==> src/rtl/bfhp_pkg.sv <==
// Shared types, codes and the magic table of the bit file header parser.
package bfhp_pkg;

  localparam int unsigned MagicLen  = 13;
  localparam logic [7:0]  EndLetter = 8'h65;

  // Status codes carried on the result channel
  localparam logic [1:0] ST_BUSY  = 2'd0;
  localparam logic [1:0] ST_DONE  = 2'd1;
  localparam logic [1:0] ST_ERROR = 2'd2;
  localparam logic [1:0] ST_PAST  = 2'd3;

  typedef enum logic [3:0] {
    PH_MAGIC  = 4'd0,
    PH_LETTER = 4'd1,
    PH_LEN_HI = 4'd2,
    PH_LEN_LO = 4'd3,
    PH_TEXT   = 4'd4,
    PH_E      = 4'd5,
    PH_BLEN   = 4'd6,
    PH_DONE   = 4'd7,
    PH_ERROR  = 4'd8
  } phase_t;

  typedef struct packed {
    logic [1:0]  status;
    logic        text_valid;
    logic [1:0]  text_section;
    logic [7:0]  text_byte;
    logic [31:0] bitstream_length;
  } result_t;

  function automatic logic [7:0] magic_byte(input logic [3:0] idx);
    logic [7:0] val;
    case (idx)
      4'd0:    val = 8'h00;
      4'd1:    val = 8'h09;
      4'd2:    val = 8'h0f;
      4'd3:    val = 8'hf0;
      4'd4:    val = 8'h0f;
      4'd5:    val = 8'hf0;
      4'd6:    val = 8'h0f;
      4'd7:    val = 8'hf0;
      4'd8:    val = 8'h0f;
      4'd9:    val = 8'hf0;
      4'd10:   val = 8'h00;
      4'd11:   val = 8'h00;
      4'd12:   val = 8'h01;
      default: val = 8'h00;
    endcase
    return val;
  endfunction

endpackage

==> src/rtl/bfhp_parser.sv <==
// Header parsing state machine: one byte per step, result formed combinationally.
module bfhp_parser (
  input  logic              clk,
  input  logic              rst_n,
  input  logic              step,
  input  logic [7:0]        data_byte,
  input  logic              stream_end,
  output bfhp_pkg::result_t res
);
  import bfhp_pkg::*;

  phase_t      phase_r, phase_nxt;
  logic [15:0] count_r, count_nxt;
  logic [1:0]  sect_r, sect_nxt;
  logic [31:0] acc_r, acc_nxt;

  // Next state
  always_comb begin
    phase_nxt = phase_r;
    count_nxt = count_r;
    sect_nxt  = sect_r;
    acc_nxt   = acc_r;
    if (phase_r == PH_DONE || phase_r == PH_ERROR) begin
      phase_nxt = phase_r;
    end else if (stream_end) begin
      phase_nxt = PH_ERROR;
    end else begin
      unique case (phase_r)
        PH_MAGIC: begin
          if (count_r >= 16'(MagicLen) || data_byte != magic_byte(count_r[3:0])) begin
            phase_nxt = PH_ERROR;
          end else if (count_r == 16'(MagicLen - 1)) begin
            count_nxt = '0;
            phase_nxt = PH_LETTER;
          end else begin
            count_nxt = count_r + 16'd1;
          end
        end
        PH_LETTER: phase_nxt = PH_LEN_HI;
        PH_LEN_HI: begin
          count_nxt = {data_byte, 8'h00};
          phase_nxt = PH_LEN_LO;
        end
        PH_LEN_LO: begin
          count_nxt = {count_r[15:8], data_byte};
          phase_nxt = ({count_r[15:8], data_byte} == 16'd0) ? PH_ERROR : PH_TEXT;
        end
        PH_TEXT: begin
          if (count_r <= 16'd1) begin
            count_nxt = '0;
            if (data_byte != 8'h00) begin
              phase_nxt = PH_ERROR;
            end else if (sect_r == 2'd3) begin
              phase_nxt = PH_E;
            end else begin
              sect_nxt  = sect_r + 2'd1;
              phase_nxt = PH_LETTER;
            end
          end else begin
            count_nxt = count_r - 16'd1;
          end
        end
        PH_E: begin
          if (data_byte != EndLetter) begin
            phase_nxt = PH_ERROR;
          end else begin
            count_nxt = '0;
            acc_nxt   = '0;
            phase_nxt = PH_BLEN;
          end
        end
        PH_BLEN: begin
          acc_nxt = {acc_r[23:0], data_byte};
          if (count_r >= 16'd3) begin
            count_nxt = '0;
            phase_nxt = PH_DONE;
          end else begin
            count_nxt = count_r + 16'd1;
          end
        end
        default: phase_nxt = PH_ERROR;
      endcase
    end
  end

  // Result fields
  always_comb begin
    res = '0;
    if (phase_r == PH_DONE) begin
      res.status           = ST_PAST;
      res.bitstream_length = acc_r;
    end else if (phase_r == PH_ERROR) begin
      res.status = ST_ERROR;
    end else begin
      if (phase_r == PH_TEXT && !stream_end) begin
        res.text_valid   = 1'b1;
        res.text_section = sect_r;
        res.text_byte    = data_byte;
      end
      if (phase_nxt == PH_ERROR) begin
        res.status = ST_ERROR;
      end else if (phase_r == PH_BLEN && phase_nxt == PH_DONE) begin
        res.status           = ST_DONE;
        res.bitstream_length = acc_nxt;
      end else begin
        res.status = ST_BUSY;
      end
    end
  end

  always_ff @(posedge clk) begin
    if (!rst_n) begin
      phase_r <= PH_MAGIC;
      count_r <= '0;
      sect_r  <= '0;
      acc_r   <= '0;
    end else if (step) begin
      phase_r <= phase_nxt;
      count_r <= count_nxt;
      sect_r  <= sect_nxt;
      acc_r   <= acc_nxt;
    end
  end

endmodule

==> src/rtl/bfhp_out_stage.sv <==
// Result register with valid/stall handshake towards the consumer.
module bfhp_out_stage (
  input  logic              clk,
  input  logic              rst_n,
  input  logic              load,
  input  bfhp_pkg::result_t res,
  output logic              free,
  output logic              out_valid,
  input  logic              out_stall,
  output bfhp_pkg::result_t out_res
);
  import bfhp_pkg::*;

  logic    valid_r, valid_nxt;
  result_t res_r;

  assign free = !valid_r || !out_stall;

  always_comb begin
    valid_nxt = valid_r;
    if (free) begin
      valid_nxt = load;
    end
  end

  always_ff @(posedge clk) begin
    if (!rst_n) begin
      valid_r <= 1'b0;
    end else begin
      valid_r <= valid_nxt;
    end
  end

  always_ff @(posedge clk) begin
    if (load && free) begin
      res_r <= res;
    end
  end

  assign out_valid = valid_r;
  assign out_res   = res_r;

endmodule

==> src/rtl/bit_file_header_parser.sv <==
// Top level of the bit file header parser: input register, parser and result register.
//
//  channel | direction | handshake           | payload
//  --------+-----------+---------------------+------------------------------------------
//  in_     | request   | in_valid / in_stall | in_data_byte, in_stream_end
//  out_    | result    | out_valid/out_stall | out_status, out_text_valid,
//          |           |                     | out_text_section, out_text_byte,
//          |           |                     | out_bitstream_length
//
// One result per request. A request is taken into the input register, parsed
// there and its result lands in the result register; one request per cycle is
// sustained while the result side does not stall, set by the single parser step.
// rst_n is synchronous and active low; it returns the parser to the magic check.
// A stall on the result side holds the result register and then the input
// register; in_stall rises only when both are full.
module bit_file_header_parser (
  input  logic        clk,
  input  logic        rst_n,
  input  logic        in_valid,
  output logic        in_stall,
  input  logic [7:0]  in_data_byte,
  input  logic        in_stream_end,
  output logic        out_valid,
  input  logic        out_stall,
  output logic [1:0]  out_status,
  output logic        out_text_valid,
  output logic [1:0]  out_text_section,
  output logic [7:0]  out_text_byte,
  output logic [31:0] out_bitstream_length
);
  import bfhp_pkg::*;

  logic       s1_valid_r, s1_valid_nxt;
  logic [7:0] s1_byte_r;
  logic       s1_end_r;
  logic       free;
  logic       advance;
  result_t    res;
  result_t    out_res;

  // Advance the parser whenever a request sits in the input register and the
  // result register can take its result.
  assign advance  = s1_valid_r && free;
  assign in_stall = s1_valid_r && !free;

  always_comb begin
    s1_valid_nxt = s1_valid_r;
    if (!in_stall) begin
      s1_valid_nxt = in_valid;
    end
  end

  always_ff @(posedge clk) begin
    if (!rst_n) begin
      s1_valid_r <= 1'b0;
    end else begin
      s1_valid_r <= s1_valid_nxt;
    end
  end

  // Capture payload only on a taken request; hold it otherwise.
  always_ff @(posedge clk) begin
    if (in_valid && !in_stall) begin
      s1_byte_r <= in_data_byte;
      s1_end_r  <= in_stream_end;
    end
  end

  bfhp_parser u_parser (
    .clk        (clk),
    .rst_n      (rst_n),
    .step       (advance),
    .data_byte  (s1_byte_r),
    .stream_end (s1_end_r),
    .res        (res)
  );

  bfhp_out_stage u_out (
    .clk       (clk),
    .rst_n     (rst_n),
    .load      (s1_valid_r),
    .res       (res),
    .free      (free),
    .out_valid (out_valid),
    .out_stall (out_stall),
    .out_res   (out_res)
  );

  assign out_status           = out_res.status;
  assign out_text_valid       = out_res.text_valid;
  assign out_text_section     = out_res.text_section;
  assign out_text_byte        = out_res.text_byte;
  assign out_bitstream_length = out_res.bitstream_length;

endmodule

==> config.mk <==
export PLATFORM = sky130hd
export DESIGN_NAME = bit_file_header_parser
export DESIGN_NICKNAME = d
export VERILOG_FILES = /design/src/rtl/bfhp_pkg.sv /design/src/rtl/bfhp_parser.sv /design/src/rtl/bfhp_out_stage.sv /design/src/rtl/bit_file_header_parser.sv
export SDC_FILE = /design/constraint.sdc
export NUM_CORES = 1
export LEC_CHECK = 0
export ABC_AREA = 1
export BUFFER_PORTS_ARGS = -buffer_cell sky130_fd_sc_hd__clkbuf_2
export CAP_MARGIN = 40
export CORE_ASPECT_RATIO = 1.25
export CORE_MARGIN = 4
export CORE_UTILIZATION = 55
export DETAILED_ROUTE_END_ITERATION = 10
export PLACE_DENSITY = 0.76
export SLEW_MARGIN = 20
export SYNTH_ARGS = -nofsm -noshare
export SYNTH_HDL_FRONTEND = slang
export SYNTH_SLANG_ARGS = --single-unit
export TNS_END_PERCENT = 10
==> constraint.sdc <==
create_clock -name clk -period 7.12 [get_ports clk]
set_input_delay 1.424 -clock clk [delete_from_list [all_inputs] [get_ports clk]]
set_output_delay 1.424 -clock clk [all_outputs]
set_load 0.01 [all_outputs]
# After elaboration in Yosys (flattened, before gate mapping)
# Memory sizes are Yosys's and may differ from the RTL's. A register that Yosys moved wholly into a read port is not among the register bits.
# Cells that the tools add are included.
dict set report totals {
  ff_bits 110
  elab_cells 102
  rom_bits 128
  input_bits 13
  out_inout_bits 47
  mem_count 1
}
dict set report op_classes {
  n_eq_ne 16
  add_sub_neg 3
  reduce_logical 24
  order_cmp 3
  mux 34
  bitwise 6
}
# memory words word_bits read_ports rd_clocked_by_memory_dff wr line_no
set mem_list {}
lappend mem_list {{(no name shown)} 16 8 1 1 0 bfhp_pkg.sv:35} ;# case (idx)
# operator count
set op_table {}
lappend op_table {{$mux W32} 7}
lappend op_table {{$pmux W16 S6} 1}
lappend op_table {{$mux W16} 5}
lappend op_table {{$pmux W32 S2} 1}
lappend op_table {{$mux W4} 11}
lappend op_table {{$pmux W4 S7} 1}
lappend op_table {{$mux W8} 3}
lappend op_table {{$eq A4 B3 Y1 const B} 5}
lappend op_table {{$add A16 B1 Y16 const B} 1}
lappend op_table {{$eq A16 B4 Y1 const B} 1}
lappend op_table {{$ge A16 B2 Y1 const B} 1}
lappend op_table {{$ge A16 B4 Y1 const B} 1}
lappend op_table {{$le A16 B1 Y1 const B} 1}
lappend op_table {{$logic_not A16 Y1} 1}
lappend op_table {{$sub A16 B1 Y16 const B} 1}
lappend op_table {{$reduce_and A7 Y1} 2}
lappend op_table {{$mux W11} 1}
lappend op_table {{$eq A4 B2 Y1 const B} 2}
lappend op_table {{$eq A4 B4 Y1 const B} 2}
lappend op_table {{$ne A8 B7 Y1 const B} 1}
lappend op_table {{$ne A8 B8 Y1} 1}
lappend op_table {{$reduce_bool A8 Y1} 1}
lappend op_table {{$not A1 Y1} 6}
lappend op_table {{$reduce_and A6 Y1} 1}
lappend op_table {{other kinds (14)} 28}

# Logic depth before layout (Yosys ltp)
dict set report logic_depth {
  depth_word 16
  mapped_depth 20
  mapped_depth_nobuf 20
}

# Cells and area by module
# A second synthesis with hierarchy kept.
dict set report unflattened {
  cells_unflattened 735
  area_unflattened_um2 5914.4
}
# module n_inst area_per_inst_um2 cells_per_inst seq_area_each_um2
set by_module_without_submodules {}
lappend by_module_without_submodules {bfhp_parser 1 4185.3 665 1161.1}
lappend by_module_without_submodules {bfhp_out_stage 1 1398.8 51 1371.3}
lappend by_module_without_submodules {bit_file_header_parser 1 330.3 19 290.3}

# Worst setup path after synthesis
# No wires, ideal clock.
dict set report synth_path {
  kind {input -> register}
  start {input port out_stall}
  end {register with a tool-made name}
  arrival_ns 4.527
  required_ns 7.006
  path_buffers 1
  slack_ns 2.480
  cell_stages 16
  setup_time_ns 0.114
  path_cell_list {nand2_1 > inv_1 > nor2_2 > inv_1 > nor2_2 > nand3_2 > buf_6 > nand2_1 > nand2_1 > nor2_1 > inv_1 > ha_1 > nand2_1 > nand2_1 > nand2_1 > nand2_1}
}
# item line_no
set synth_rtl {}
lappend synth_rtl {{start: declaration} bit_file_header_parser.sv:24} ;# input logic out_stall,

==> results.json <==
{
  "fin_tns_setup_ps": 0,
  "critPathMaxFanout": 51,
  "grt_usage": 0.2451,
  "die_area_um2": 12730,
  "critPathTopFamily": "simple AND/OR/NAND/NOR gates",
  "h-tree-depth": 4,
  "clockBufferDepth": 2,
  "syn_area_um2": 6037,
  "rows": 42,
  "drive_gt1_frac": 0.1893,
  "required_ps": 7430,
  "hold_class": "reg2reg",
  "fin_crit_ps": 3829,
  "clkTransAtPathRegs_ps": 50,
  "cts_hold_buf": 0,
  "via_per_inst": 5.737,
  "ys_ff_latch": 114,
  "root_buffer": "clkbuf_16",
  "synth_cell_types": 41,
  "power_per_cell_area_nw_per_um2": 268.7,
  "dieHeight_um": 125.1,
  "drt-total-wl_mm": 15.32,
  "syn_to_final_growth_pct": 16.85,
  "dieWidth_um": 101.7,
  "fin_skew_ps": 7.071,
  "ant_nets": 0,
  "crit_top_cell": "nand2_1",
  "max_stage_delay_ps": 530,
  "status": "completed",
  "yosysWarnings": 0,
  "via_count": 5364,
  "clk_latency_ps": 410,
  "netlist_instances": 736,
  "grt_overflow": 0,
  "path_cells": "clkbuf_2, nand2_1, inv_1, nor2_4, buf_4, clkinv_1, nor2_2, nand3_2, nand2_1, nand2_1, nor2_1, inv_1, ha_1, nand2_1, nand2_1, nand2_1, nand2_1",
  "layout_setup_ws_ps": 3291,
  "preCtsSetupSlack_ps": 2842,
  "end_kind": "flop",
  "io_pins": 60,
  "slowest_stage": "buf_4",
  "cts_buffers": 17,
  "cts_tree": "yes",
  "port_buffers": 59,
  "nNetsFinal": 813,
  "antenna_cells": 0,
  "worst_setup_path_start_kind": "primary input",
  "leakage_uw": 0.003209,
  "finalSetupViolations": 0,
  "place_hpwl_mm": 10.24,
  "critPathBufInv": 5,
  "criticalPathCategory": "in2reg",
  "worstMarginPinSlew_ps": 684.4,
  "slew_violations": 0,
  "start_util": 0.5659,
  "synth_nets": 759,
  "cts_setup_buffers": 0,
  "dr.pass1.iters": 5,
  "r2r_cells": 16,
  "wl_per_cell_um": 16.39,
  "cp_data_arrival_time_ps": 4140,
  "ir_worst_vdd_uv": 147.0,
  "numClockSinks": 114,
  "gp_congestion": 0.9082,
  "ys_seq_area_frac": 0.4676,
  "worstSetupPathDepth": 17,
  "core_area_um2": 10670,
  "rsz0062_at_grt": "false",
  "grt_pass1_wl_mm": 24.68,
  "antenna_found_initial": 0,
  "grt_start_max_net_pins": 69,
  "drc": 0,
  "timing.fmax_mhz": 261.1,
  "drv_cap": 0,
  "fin_crit_sh": 0.5378,
  "grt_pass1_vias": 5195,
  "relSlewSlack": 0.5437,
  "ctsResizeCount": 0,
  "r2r_setup_slack_ps": 4070,
  "worstHoldPathCells": 2,
  "avgSynthCellArea_um2": 8.203,
  "hold_viol_final": 0,
  "drt_iter0_drc": 359
}
[registers in the layout (all words and copies together), names as in the netlist, named ones only]
signal            cells
s1_byte_r             8
s1_end_r              1
s1_valid_r            1
u_out.out_res        45
u_out.out_valid       1
u_parser.acc_r       32
u_parser.count_r     16
u_parser.phase_r      4
u_parser.sect_r       2
[layout make-up]
class / count / area, um2
Multi-Input combinational cell: 461 / 2554
Fill cell: 890 / 3613
Tap cell: 132 / 165.2
Inverter: 130 / 488.0
Clock buffer: 18 / 439.2
Clock inverter: 14 / 210.2
Sequential cell: 114 / 2823
Timing Repair Buffer: 66 / 375.4
[placed cells by master (no fill, tap or decap), types with 2 or more instances in the layout]
master / Yosys / layout
a211oi_1: 7 / 7
a21oi_1: 48 / 48
a31oi_1: 2 / 2
buf_4: 2 / 5
bufinv_16: 0 / 5
clkbuf_16: 0 / 17
clkbuf_2: 0 / 59
clkinv_1: 2 / 5
clkinvlp_4: 0 / 4
dfxtp_1: 60 / 60
edfxtp_1: 54 / 54
ha_1: 10 / 10
inv_1: 115 / 114
inv_2: 13 / 13
nand2_1: 87 / 87
nand2_2: 5 / 5
nand2_4: 5 / 5
nand3_1: 52 / 52
nand3_2: 2 / 2
nand4_1: 6 / 6
nor2_1: 64 / 64
nor2_2: 9 / 8
nor2_4: 6 / 7
nor3_1: 5 / 5
o211ai_1: 2 / 2
o21ai_0: 49 / 49
o21ai_1: 38 / 38
o22ai_1: 30 / 30
o22ai_2: 10 / 10
xnor2_1: 2 / 2
xor2_1: 11 / 11
[routing by layer]
layer,part of all wire,GRT usage,vias up
li1,-,-,2580
met1,0.38,0.2793,2529
met2,0.52,0.4168,205
met3,0.058,0.05237,50
met4,0.045,0.1401,0
met5,0,0,-
[worst reg2reg max path, delay by kind of cell (launching register included)]
kind          cells  cell delay [ps]
simple gates     11             1380
buf+inv           4              950
fa+ha+maj         1              300
flops             1              310
[path summary, 6_finish.rpt]
check	startpoint	end
worst max-delay path	out_stall	flop
worst min-delay path	u_parser.sect_r[0]	u_parser.sect_r[0]
worst max register to register	u_out.out_valid	flop
worst min register to register	u_parser.sect_r[0]	u_parser.sect_r[0]
[Yosys cell counts (all sizes together)]
| cell | number | share of area |
|---|---|---|
| o31ai | 1 | 0.0012 |
| nor3 | 6 | 0.0058 |
| buf | 15 | 0.019 |
| and3 | 1 | 0.0010 |
| nand3 | 54 | 0.046 |
| inv | 128 | 0.080 |
| nor4 | 2 | 0.0046 |
| a31oi | 2 | 0.0021 |
| o22ai | 40 | 0.052 |
| clkbuf | 16 | 0.0099 |
| nand4 | 6 | 0.0062 |
| ha | 10 | 0.021 |
| a21oi | 49 | 0.041 |
| o221ai | 1 | 0.0015 |
| xor2 | 11 | 0.016 |
| clkinv | 2 | 0.0012 |
| nand2 | 97 | 0.069 |
| nor2 | 80 | 0.064 |
| o21ai | 88 | 0.074 |
| edfxtp | 54 | 0.27 |
| xnor2 | 2 | 0.0029 |
| dfxtp | 60 | 0.20 |
| o2111ai | 1 | 0.0025 |
| o211ai | 2 | 0.0025 |
| a211oi | 7 | 0.0087 |
| nand3b | 1 | 0.0012 |
[cells by family (layout without fill, tap and decap cells)]
| family | Yosys count | after routing | synth area share |
|---|---|---|---|
| AND/OR/NAND/NOR | 247 | 247 | 0.1975 |
| AO/OA/AOI/OAI | 191 | 191 | 0.1851 |
| buffers and inverters | 161 | 228 | 0.1103 |
| flip-flops | 114 | 114 | 0.4676 |
| XOR/XNOR | 13 | 13 | 0.01886 |
| adder cells (fa/ha/maj) | 10 | 10 | 0.02073 |
[where the power goes]
part	switching (uW)	internal (uW)	total, uW	leakage, uW
logic	157	69.5	226	0.00187
registers	19.4	719	739	0.00103
clock network	303	627	931	0.000304
total	479	1420	1900	0.00321
[through the flow]
step           total power, uW  hold WS, ps  instances  instance area, um2    util
2_1_floorplan            914.4        458.0        736                6037       -
3_3_place_gp             965.3        477.1        901                6362  0.5964
3_5_place_dp             972.8        513.7        903                6405  0.6004
4_1_cts                   1897        520.8        935                7054  0.6613
5_1_grt                   1963        551.2        935                7054  0.6613
6_report                  1895        516.4        935                7054  0.6613
No activity file was read; power rests on OpenSTA's default activity.
